$ cat src/sv/fos_pkg.sv
package fos_pkg;

  localparam int PIXEL_BITS_DEF = 16;
  localparam int FIELD_BITS     = 16;
  localparam int SUM_BITS       = 32;
  localparam int NUM_COSTS      = 5;
  localparam int TAP_DEPTH      = 4;
  localparam int COL_BITS       = 5;

  typedef logic [COL_BITS-1:0] col_t;
  typedef logic [SUM_BITS-1:0] sum_t;

  localparam col_t ROW_W_NARROW = col_t'(8);
  localparam col_t ROW_W_WIDE   = col_t'(16);
  localparam col_t COL_MAX      = col_t'(19);

  typedef enum logic [1:0] {
    REG_WIDTH_SELECT = 2'd0,
    REG_FIVE_OFFSET  = 2'd1,
    REG_CENTRE_EN    = 2'd2,
    REG_SUB_SHIFT    = 2'd3
  } cfg_reg_t;

  typedef struct packed {
    logic signed [FIELD_BITS-1:0] org_pixel;
    logic signed [FIELD_BITS-1:0] cur_pixel;
    logic                         last_in_block;
  } in_word_t;

  typedef struct packed {
    sum_t cost_zero;
    sum_t cost_one;
    sum_t cost_two;
    sum_t cost_three;
    sum_t cost_four;
    logic centre_valid;
  } out_word_t;

  typedef struct packed {
    logic       move;
    logic       clear;
    logic       halve;
    logic [1:0] shift;
  } acc_ctl_t;

endpackage

$ cat src/sv/fos_in_if.sv
interface fos_in_if import fos_pkg::*; ();
  logic     valid;
  logic     ready;
  in_word_t data;

  modport source(output valid, output data, input ready);
  modport sink(input valid, input data, output ready);
endinterface

$ cat src/sv/fos_out_if.sv
interface fos_out_if import fos_pkg::*; ();
  logic      valid;
  logic      ready;
  out_word_t data;

  modport source(output valid, output data, input ready);
  modport sink(input valid, input data, output ready);
endinterface

$ cat src/sv/fos_tap.sv
module fos_tap import fos_pkg::*; #(
  parameter int PIXEL_BITS = PIXEL_BITS_DEF
) (
  input  logic                         clk,
  input  logic                         rst,
  input  logic                         shift_en,
  input  logic                         clear,
  input  logic signed [PIXEL_BITS-1:0] org_in,
  input  logic signed [PIXEL_BITS-1:0] cur_in,
  output logic signed [PIXEL_BITS-1:0] org_q,
  output logic signed [PIXEL_BITS-1:0] cur_q
);

  always_ff @(posedge clk) begin
    if (rst || (shift_en && clear)) begin
      org_q <= '0;
      cur_q <= '0;
    end else if (shift_en) begin
      org_q <= org_in;
      cur_q <= cur_in;
    end
  end

endmodule

$ cat src/sv/fos_acc.sv
module fos_acc import fos_pkg::*; #(
  parameter int DIFF_BITS = PIXEL_BITS_DEF
) (
  input  logic                 clk,
  input  logic                 rst,
  input  acc_ctl_t             ctl,
  input  logic                 add_en,
  input  logic [DIFF_BITS-1:0] diff,
  output sum_t                 total
);

  sum_t                sum;
  sum_t                sum_next;
  logic [SUM_BITS:0]   wide_sum;
  logic [SUM_BITS+2:0] scaled;
  logic [SUM_BITS+2:0] halved;

  always_comb begin
    wide_sum = {1'b0, sum} + (SUM_BITS+1)'(diff);
    if (!add_en) begin
      sum_next = sum;
    end else if (wide_sum[SUM_BITS]) begin
      sum_next = '1;
    end else begin
      sum_next = wide_sum[SUM_BITS-1:0];
    end
    scaled = {3'b000, sum_next} << ctl.shift;
    halved = ctl.halve ? (scaled >> 1) : scaled;
    total  = (|halved[SUM_BITS+2:SUM_BITS]) ? '1 : halved[SUM_BITS-1:0];
  end

  always_ff @(posedge clk) begin
    if (rst) begin
      sum <= '0;
    end else if (ctl.move) begin
      sum <= ctl.clear ? '0 : sum_next;
    end
  end

endmodule

$ cat src/sv/five_offset_sad_engine.sv
// Channel   Direction  Payload                                   Handshake
// pix       in         org_pixel, cur_pixel, last_in_block       valid / ready
// cost      out        cost_zero .. cost_four, centre_valid      valid / ready
// apb       in         width_select, five_offset_mode,           psel / penable
//                      centre_enable, sub_shift
//
// One word is taken per cycle unless a last word waits. The delay taps shift on every
// accepted word; the five cost cells add as it leaves the difference stage.
// Reset is synchronous and needs no further clearing time.
// A last word waits in the difference stage only while the previous result is still held.
module five_offset_sad_engine import fos_pkg::*; #(
  parameter int PIXEL_BITS = PIXEL_BITS_DEF
) (
  input  logic        clk,
  input  logic        rst,
  fos_in_if.sink      pix,
  fos_out_if.source   cost,
  input  logic        psel,
  input  logic        penable,
  input  logic        pwrite,
  input  logic [3:0]  paddr,
  input  logic [31:0] pwdata,
  output logic [31:0] prdata,
  output logic        pready
);

  logic       width_select;
  logic       five_offset_mode;
  logic       centre_enable;
  logic [1:0] sub_shift;
  logic       cfg_write;

  assign pready    = 1'b1;
  assign cfg_write = psel && penable && pwrite && pready;

  always_ff @(posedge clk) begin
    if (rst) begin
      width_select     <= 1'b1;
      five_offset_mode <= 1'b1;
      centre_enable    <= 1'b1;
      sub_shift        <= 2'd0;
    end else if (cfg_write) begin
      unique case (cfg_reg_t'(paddr[3:2]))
        REG_WIDTH_SELECT: width_select     <= pwdata[0];
        REG_FIVE_OFFSET:  five_offset_mode <= pwdata[0];
        REG_CENTRE_EN:    centre_enable    <= pwdata[0];
        REG_SUB_SHIFT:    sub_shift        <= pwdata[1:0];
        default: ;
      endcase
    end
  end

  always_comb begin
    unique case (cfg_reg_t'(paddr[3:2]))
      REG_WIDTH_SELECT: prdata = {31'd0, width_select};
      REG_FIVE_OFFSET:  prdata = {31'd0, five_offset_mode};
      REG_CENTRE_EN:    prdata = {31'd0, centre_enable};
      REG_SUB_SHIFT:    prdata = {30'd0, sub_shift};
      default:          prdata = '0;
    endcase
  end

  logic pix_take;
  logic a_valid;
  logic a_last;
  logic a_move;
  logic a_mode;
  logic a_centre;
  logic [1:0] a_shift;
  logic [NUM_COSTS-1:0] a_en;
  logic [PIXEL_BITS-1:0] a_diff [NUM_COSTS];
  logic out_valid;
  out_word_t out_data;

  assign pix_take  = pix.valid && pix.ready;
  assign a_move    = a_valid && (!a_last || !out_valid || cost.ready);
  assign pix.ready = !a_valid || a_move;

  logic signed [PIXEL_BITS-1:0] org_s;
  logic signed [PIXEL_BITS-1:0] cur_s;
  logic signed [PIXEL_BITS-1:0] tap_org [TAP_DEPTH];
  logic signed [PIXEL_BITS-1:0] tap_cur [TAP_DEPTH];

  assign org_s = pix.data.org_pixel[PIXEL_BITS-1:0];
  assign cur_s = pix.data.cur_pixel[PIXEL_BITS-1:0];

  for (genvar i = 0; i < TAP_DEPTH; i++) begin : g_tap
    if (i == 0) begin : g_head
      fos_tap #(.PIXEL_BITS(PIXEL_BITS)) u_tap (
        .clk(clk), .rst(rst), .shift_en(pix_take), .clear(pix.data.last_in_block),
        .org_in(org_s), .cur_in(cur_s), .org_q(tap_org[i]), .cur_q(tap_cur[i])
      );
    end else begin : g_body
      fos_tap #(.PIXEL_BITS(PIXEL_BITS)) u_tap (
        .clk(clk), .rst(rst), .shift_en(pix_take), .clear(pix.data.last_in_block),
        .org_in(tap_org[i-1]), .cur_in(tap_cur[i-1]),
        .org_q(tap_org[i]), .cur_q(tap_cur[i])
      );
    end
  end

  col_t col_count;
  col_t col_count_next;
  col_t row_w;
  col_t row_end;
  logic [NUM_COSTS-1:0] en_next;
  logic signed [PIXEL_BITS-1:0] op_a [NUM_COSTS];
  logic signed [PIXEL_BITS-1:0] op_b [NUM_COSTS];
  logic signed [PIXEL_BITS:0] delta [NUM_COSTS];
  logic [PIXEL_BITS-1:0] diff_next [NUM_COSTS];

  always_comb begin
    row_w   = width_select ? ROW_W_WIDE : ROW_W_NARROW;
    en_next = '0;
    if (five_offset_mode) begin
      row_end    = row_w + col_t'(3);
      en_next[0] = (col_count >= col_t'(4)) && (col_count <= row_w + col_t'(3));
      en_next[4] = en_next[0];
      en_next[1] = (col_count >= col_t'(3)) && (col_count <= row_w + col_t'(2));
      en_next[3] = en_next[1];
      en_next[2] = centre_enable && (col_count >= col_t'(2))
                   && (col_count <= row_w + col_t'(1));
    end else begin
      row_end    = row_w - col_t'(1);
      en_next[0] = (col_count <= row_w - col_t'(1));
    end
    col_count_next = (col_count >= row_end) ? '0 : col_count + col_t'(1);

    op_a[0] = five_offset_mode ? tap_org[3] : org_s;
    op_b[0] = cur_s;
    op_a[1] = tap_org[1];
    op_b[1] = cur_s;
    op_a[2] = org_s;
    op_b[2] = cur_s;
    op_a[3] = org_s;
    op_b[3] = tap_cur[1];
    op_a[4] = org_s;
    op_b[4] = tap_cur[3];
    for (int k = 0; k < NUM_COSTS; k++) begin
      delta[k]     = {op_a[k][PIXEL_BITS-1], op_a[k]} - {op_b[k][PIXEL_BITS-1], op_b[k]};
      diff_next[k] = delta[k][PIXEL_BITS] ? PIXEL_BITS'(-delta[k])
                                          : delta[k][PIXEL_BITS-1:0];
    end
  end

  always_ff @(posedge clk) begin
    if (rst) begin
      col_count <= '0;
    end else if (pix_take) begin
      col_count <= pix.data.last_in_block ? '0 : col_count_next;
    end
  end

  always_ff @(posedge clk) begin
    if (rst) begin
      a_valid <= 1'b0;
    end else if (pix.ready) begin
      a_valid <= pix.valid;
    end
  end

  always_ff @(posedge clk) begin
    if (pix_take) begin
      a_last   <= pix.data.last_in_block;
      a_en     <= en_next;
      a_mode   <= five_offset_mode;
      a_centre <= centre_enable;
      a_shift  <= sub_shift;
      a_diff   <= diff_next;
    end
  end

  acc_ctl_t acc_ctl;
  sum_t     total [NUM_COSTS];

  assign acc_ctl = '{move: a_move, clear: a_last, halve: a_mode, shift: a_shift};

  for (genvar k = 0; k < NUM_COSTS; k++) begin : g_acc
    fos_acc #(.DIFF_BITS(PIXEL_BITS)) u_acc (
      .clk(clk), .rst(rst), .ctl(acc_ctl), .add_en(a_en[k]),
      .diff(a_diff[k]), .total(total[k])
    );
  end

  always_ff @(posedge clk) begin
    if (rst) begin
      out_valid <= 1'b0;
    end else if (a_move && a_last) begin
      out_valid <= 1'b1;
    end else if (cost.ready) begin
      out_valid <= 1'b0;
    end
  end

  always_ff @(posedge clk) begin
    if (a_move && a_last) begin
      out_data.cost_zero    <= total[0];
      out_data.cost_one     <= a_mode ? total[1] : '0;
      out_data.cost_two     <= (a_mode && a_centre) ? total[2] : '0;
      out_data.cost_three   <= a_mode ? total[3] : '0;
      out_data.cost_four    <= a_mode ? total[4] : '0;
      out_data.centre_valid <= a_mode && a_centre;
    end
  end

  assign cost.valid = out_valid;
  assign cost.data  = out_data;

  a_last_waits: assert property (@(posedge clk) disable iff (rst)
    a_valid && a_last && out_valid && !cost.ready |=> a_valid && a_last)
    else $error("last word left the difference stage while the result was held");

  result_follows_last: assert property (@(posedge clk) disable iff (rst)
    a_move && a_last |=> out_valid)
    else $error("no result after a last word");

  column_restart: assert property (@(posedge clk) disable iff (rst)
    pix_take && pix.data.last_in_block |=> col_count == '0)
    else $error("column count not cleared at block end");

  column_bound: assert property (@(posedge clk) disable iff (rst)
    col_count <= COL_MAX)
    else $error("column count out of range");

  centre_zero: assert property (@(posedge clk) disable iff (rst)
    out_valid && !out_data.centre_valid |-> out_data.cost_two == '0)
    else $error("centre cost set while not valid");

endmodule
$ cat src/flat_wrapper.sv
// flat-port wrapper written by rule: the top's interface ports become plain ports
module five_offset_sad_engine_flat import fos_pkg::*;
#(
  parameter int PIXEL_BITS = PIXEL_BITS_DEF
)
  (clk, rst, psel, penable, pwrite, paddr, pwdata, prdata, pready, pix_valid, pix_data, pix_ready, cost_valid, cost_data, cost_ready);
  fos_in_if pix_i ();
  fos_out_if cost_i ();
  input  logic clk;
  input  logic rst;
  input  logic psel;
  input  logic penable;
  input  logic pwrite;
  input  logic [3:0] paddr;
  input  logic [31:0] pwdata;
  output logic [31:0] prdata;
  output logic pready;
  input wire logic [$bits(pix_i.valid)-1:0] pix_valid;
  input wire logic [$bits(pix_i.data)-1:0] pix_data;
  output wire logic [$bits(pix_i.ready)-1:0] pix_ready;
  output wire logic [$bits(cost_i.valid)-1:0] cost_valid;
  output wire logic [$bits(cost_i.data)-1:0] cost_data;
  input wire logic [$bits(cost_i.ready)-1:0] cost_ready;
  assign pix_i.valid = pix_valid;
  assign pix_i.data = pix_data;
  assign pix_ready = pix_i.ready;
  assign cost_valid = cost_i.valid;
  assign cost_data = cost_i.data;
  assign cost_i.ready = cost_ready;
  five_offset_sad_engine #(.PIXEL_BITS(PIXEL_BITS)) u_core (.clk(clk), .rst(rst), .pix(pix_i), .cost(cost_i), .psel(psel), .penable(penable), .pwrite(pwrite), .paddr(paddr), .pwdata(pwdata), .prdata(prdata), .pready(pready));
endmodule
$ cat config.mk
export PLATFORM = sky130hd
export DESIGN_NAME = five_offset_sad_engine_flat
export DESIGN_NICKNAME = d
export VERILOG_FILES = /design/src/sv/fos_pkg.sv /design/src/sv/fos_in_if.sv /design/src/sv/fos_out_if.sv /design/src/sv/fos_tap.sv /design/src/sv/fos_acc.sv /design/src/sv/five_offset_sad_engine.sv /design/src/flat_wrapper.sv
export SDC_FILE = /design/constraint.sdc
export NUM_CORES = 2
export LEC_CHECK = 0
export BUFFER_PORTS_ARGS = -buffer_cell sky130_fd_sc_hd__buf_2
export CAP_MARGIN = 10
export CORE_MARGIN = 2
export CORE_UTILIZATION = 63
export DETAILED_ROUTE_END_ITERATION = 10
export GPL_TIMING_DRIVEN = 0
export PLACE_DENSITY = 0.82
export SKIP_LAST_GASP = 1
export SLEW_MARGIN = 20
export SYNTH_ARGS = -nofsm -noshare
export SYNTH_HDL_FRONTEND = slang
export SYNTH_HIERARCHICAL = 1
export SYNTH_SLANG_ARGS = --single-unit
$ cat constraint.sdc
create_clock -name clk -period 9.65 [get_ports clk]
set_clock_uncertainty 0.2 [all_clocks]
set_input_delay 0.4825 -clock clk [delete_from_list [all_inputs] [get_ports clk]]
set_output_delay 0.4825 -clock clk [all_outputs]
set_load 0.05 [all_outputs]
**Word level (Yosys, flattened, before mapping)**

Cells that the tools add are included.

- Output and inout bits: 196
- Register bits after elaboration: 551
- Bits of input ports: 76
- Logic and storage cells: 140

- Order comparisons: 8
- Muxes and demuxes: 38
- $add $sub $neg: 20
- Shift operators: 5
- Equality and inequality tests: 3
- Reductions and logical operators: 29

Operators by type and width:

| cell | number |
|---|---|
| $mux 32 | 19 |
| $mux 35 | 5 |
| $shl 32x2->35 | 5 |
| $add 32x16->33 | 5 |
| $pmux 32 s4 | 1 |
| $mux 16 | 6 |
| $sub 16x16->17 | 5 |
| $neg 16->16 | 5 |
| $le 5x5->1 | 4 |
| $mux 5 | 4 |
| $reduce_or 3->1 | 5 |
| $logic_and 1x1->1 | 11 |
| $add 5x1->5 const B | 2 |
| $add 5x2->5 const B | 2 |
| $ge 5x2->1 const B | 2 |
| $reduce_and 2->1 | 4 |
| $ge 5x3->1 const B | 1 |
| $ge 5x5->1 | 1 |
| $sub 5x1->5 const B | 1 |
| $eq 2x2->1 const B | 2 |
| $logic_or 1x1->1 | 4 |
| $logic_not 1->1 | 3 |
| $mux 1 | 3 |
| $eq 2x1->1 const B | 1 |
| 2 further kinds | 2 |

**Depth between registers and ports, before layout**

- Depth after elaboration: 8
- Depth in mapped cells: 15
- Depth with buffers taken out: 13

**Modules after synthesis**

The synthesis kept the hierarchy.

Modules (own cells, without submodules):

| module | cells an instance | instances | area an instance (µm²) |
|---|---|---|---|
| five_offset_sad_engine | 1346 | 1 | 15159.5 |
| fos_acc at u_core.g_acc[2].u_acc ... | 688 | 3 | 4700.8 |
| fos_acc at u_core.g_acc[0].u_acc ... | 661 | 2 | 4685.7 |
| fos_tap | 144 | 4 | 1335.0 |

**Worst setup path after synthesis**

OpenSTA, ideal clock, no wires.

- Path type: register to register
- Start point: reg u_core.out_valid, in the netlist u_core/cost.valid
- End point: reg u_core.out_data, in the netlist u_core/cost.data[0], enable pin
- Path slack: 1.371 ns
- Arrival: 7.395 ns
- Stages on the path, launching flop included: 3
- Path through: dfxtp_1 > nor2b_1 > nor2_1

- Longest elaborated chain between the ends: 5

RTL lines:

| what | line | text |
|---|---|---|
| start, declared | five_offset_sad_engine.sv:72 | `logic out_valid;` |
| start signal, assigned | five_offset_sad_engine.sv:187 | `out_valid <= 1'b0;` |
| start signal, assigned | five_offset_sad_engine.sv:189 | `out_valid <= 1'b1;` |
| start signal, assigned | five_offset_sad_engine.sv:191 | `out_valid <= 1'b0;` |
| $logic_not 1->1 | five_offset_sad_engine.sv:76 | `assign a_move = a_valid && (!a_last \|\| !out_valid \|\| cost.ready);` |
| $logic_or 1x1->1 (2 in a row) | five_offset_sad_engine.sv:76 |  |
| $logic_and 1x1->1 | five_offset_sad_engine.sv:76 |  |
| $logic_and 1x1->1 | five_offset_sad_engine.sv:196 | `if (a_move && a_last) begin` |
| end, declared | five_offset_sad_engine.sv:73 | `out_word_t out_data;` |

No other way between the ends.
A chain may end at the register's enable or synchronous reset.

==> results.md <==
- First-pass iteration count of the detailed router: 9
- F_max: 195.4 MHz
- # DRC: 0
- Main synth FF type: dfxtp_1
- Share of the synthesized area in the top cell type: 17.07%
- Htree depth: 3
- Crit. End Element: register
- # port buffers: 208
- Clk root buf: clkbuf_16
- Number of hold buffers added after CTS: 18
- Wire per inst: between 20 and 25 microns
- Setup Viol. Count Final: 0
- Worst Reg-to-Reg Cells: 13
- Total gr overflow: 0
- CP Launch Type: register
- Sequential fraction of the synthesis area: 30.73%
- Placement Cell Area: 46630 sq um
- Hold endpoint: u_core/a_last
- Tmin final: 5.118 ns
- Clock tree buffer depth: 3
- DR vias/cell: 6.678
- Hold path depth: 1
- PostCTS Resize Cnt: 0
- Row count: 96
- Initial antenna violation count: 3
- Cell taking the most area after synthesis: edfxtp_1
- Leak: 18.41 nW
- FFs w/ async S/R, synth: 0%
- Post-Syn Area: roughly 44000 sq um
- CP required: 9.80 ns
- Layout cells sized above 1: a little over an eighth
- Die height: 268.2 microns
- First-pass GRT wire length: 221.9 mm
- Placeable Area: a little under 70000 sq um
- HP Class: input pin to register
- Main combinational cell family by area after synthesis: compound AO/OA/AOI/OAI gates
- Status: complete, no violations
- Most common cell in the netlist: nand2_1
- Critical Path Slowest Stage Cell: buf_1
- Sink Count: 550
- Synth Area in Adders: 5.435%
- Synth warnings: 6
- Crit Path Max Fanout: 10
- Max-slew headroom: 14.70%
- Slew Limit Fails: 0
- Gate Count Post-Synth: 5308
- Post-synthesis mux area share: 4.422%
- Syn avg cell area: 8.284 sq um
- Gpl congestion: 1.022
- CP Class: register to register
- Synth Area in Compound Gates: 28.11%
- Crit-path cells: buf_1 > mux2_2 > fa_1 > a21o_1 > a221oi_1 > o221ai_1 > a31oi_1 > nor2b_1 > o221a_2 > a2bb2oi_1 > clkbuf_1 > a21oi_1 > xnor2_1
- Final net count: approximately 5900
- Initial Utilization: 63.89%
- Largest net degree at the start of global routing: 32
- Final Routed Wirelength: roughly 150 mm
- Top post-synthesis cells by count: 495 x nand2_1, 428 x nor2_1, 354 x a21oi_1
- CTS tree: yes
- Critical Path Max Stage Delay: 0.69 ns
- Simple-Gate Fraction of Synth Area: around a fifth
- CTS buffer count: 67
- Setup TNS: 0 ns
- Clk_lat worst skew: 0.64 ns
- Post-route ant nets: 0
- Clock slew seen by the registers of the worst setup and hold paths: approximately 0.060 ns
- End of the worst register-to-register path: u_core/a_diff[77]
- Post-CTS setup repair buffer count: 0
- R2r startpoint: u_core/five_offset_mode
- Via count of the first global-routing pass: 39921
- Area growth from synthesis to layout: 11.77%
- Peak supply drop: 0.1461 mV
- Final period util: 53.03%
- Finished Cell Area: 49150 sq um
- Max-cap viol count: 0
- Die W: 268.2 microns
- Total GRT Usage: between 30% and 40%
- Cell Pwr Density: around 140 nW/um^2
- Synth Register Bits: between 500 and 600
- Dpl hpwl: 108.5 mm
- Violation count after the first detailed-route iteration: 6023
- Post-synth EDFFs: 250
- DIE AREA: between 70000 and 80000 sq um
- Worst Setup SP: u_core/five_offset_mode
- Final hold viol count: 0
- Xor-xnor portion of the synthesized cell area: 4.481%
- Vias: 44279
- Flop2flop setup slack: 4.53 ns
- Worst EP arrival: 5.27 ns
- Ports: 272
- Min-Delay Startpoint: pix_data[0]
- Unique masters post-synth: 108
- RSZ-0062 raised after global routing: no
- Synth area leaders: edfxtp_1 17%, dfxtp_1 14%, ha_1 5.0%
- Worst slew pin tran: roughly 1.3 ns
-- worst max-delay path by stage --
stage,end,cells past startpoint
2_1_floorplan,u_core/cost.data[0],2
3_5_place_dp,u_core/a_diff[78],13
5_1_grt,u_core/a_diff[78],13
3_3_place_gp,u_core/cost.data[57],2
4_1_cts,u_core/a_diff[77],13
6_report,u_core/a_diff[77],13
-- power by group --
part           switching [mW]  internal, mW
logic                   0.936         0.486
clock network            1.10          1.56
registers              0.0575          2.56
total                    2.09          4.60
-- state kept, by name (all words and copies together), names as in the netlist --
| signal | flops |
|---|---|
| u_core/a_shift | 2 |
| u_core/g_acc.u_acc/sum | 160 |
| u_core/g_tap.g_head.u_tap/cur_q | 16 |
| u_core/width_select | 1 |
| u_core/g_tap.g_head.u_tap/org_q | 16 |
| u_core/a_centre | 1 |
| u_core/g_tap.g_body.u_tap/org_q | 48 |
| u_core/a_diff | 80 |
| u_core/a_mode | 1 |
| u_core/a_en | 4 |
| u_core/a_last | 1 |
| u_core/five_offset_mode | 1 |
| u_core/g_tap.g_body.u_tap/cur_q | 48 |
| u_core/a_valid | 1 |
| u_core/cost.data | 161 |
| u_core/sub_shift | 2 |
| u_core/col_count | 5 |
| u_core/centre_enable | 1 |
| u_core/cost.valid | 1 |
-- area by class of cell --
| class | instances | area, sq um |
|---|---|---|
| Fill cell | 5544 | 19680 |
| Timing Repair Buffer | 240 | 1535 |
| Clock buffer | 86 | 1913 |
| Antenna cell | 1 | 2.502 |
| Clock inverter | 36 | 422.9 |
| Tap cell | 931 | 1165 |
| Sequential cell | 550 | 13510 |
| Multi-Input combinational cell | 4075 | 27480 |
| Inverter | 308 | 1156 |
| Buffer | 404 | 1964 |
-- cells in the final DEF, fill, tap and decap left out, types with 36 or more instances in the layout --
cell	instances
inv_1	304
nand4_1	61
buf_2	283
nor2b_1	65
a211oi_1	97
nand2b_1	38
xnor2_1	151
xor2_1	74
a22oi_1	59
nor3_1	138
nand2_1	495
a21o_1	61
clkbuf_16	71
nor2_1	427
a21oi_1	354
nand3_1	126
o32ai_1	91
ha_1	175
and3_1	84
and2_1	132
a31oi_1	64
o21ai_0	234
o22ai_1	76
or3_1	36
edfxtp_1	250
o211ai_1	93
mux2i_1	120
dfxtp_1	300
buf_4	43
mux2_2	52
clkbuf_1	230
o32ai_2	43
-- metrics by stage --
stage / setup slack (ns) / utilization (%) / hold slack (ns) / instances / power, mW
global route: 4.344 / 71.40 / 0.02305 / 6630 / 6.902
detailed placement: 4.623 / 67.75 / 0.2595 / 6490 / 4.024
floorplan: 1.372 / - / 0.2156 / 5337 / 3.663
finish: 4.533 / 71.41 / 0.04966 / 6631 / 6.696
CTS: 4.670 / 71.40 / 0.01344 / 6630 / 6.664
global placement: -1.513 / 67.25 / 0.2569 / 6476 / 3.997
-- cells by family after synthesis --
logic type,count (synthesis)
AOI/OAI and AO/OA,1691
xor gates and xnor gates,225
adders and majority gates,185
buffers and inverters,712
DFF,550
muxes,179
other,2
and+or+nand+nor,1764
-- metal layers --
metal,global-route usage (%),part of all wire [%]
met4,13.57,3.6
met3,6.643,11
met5,0,0.0090
met2,58.70,43
met1,55.37,43
-- worst max-delay path, delay by kind of cell (launching register included) --
family          cells  cell delay, ns
compound gates      7            1.94
xor+xnor            1            0.10
fa+ha+maj           1            0.47
buf+inv             2            0.94
flops               1            0.59
mux                 1            0.46
simple gates        1            0.11
Power figures use the tool's default switching activity.
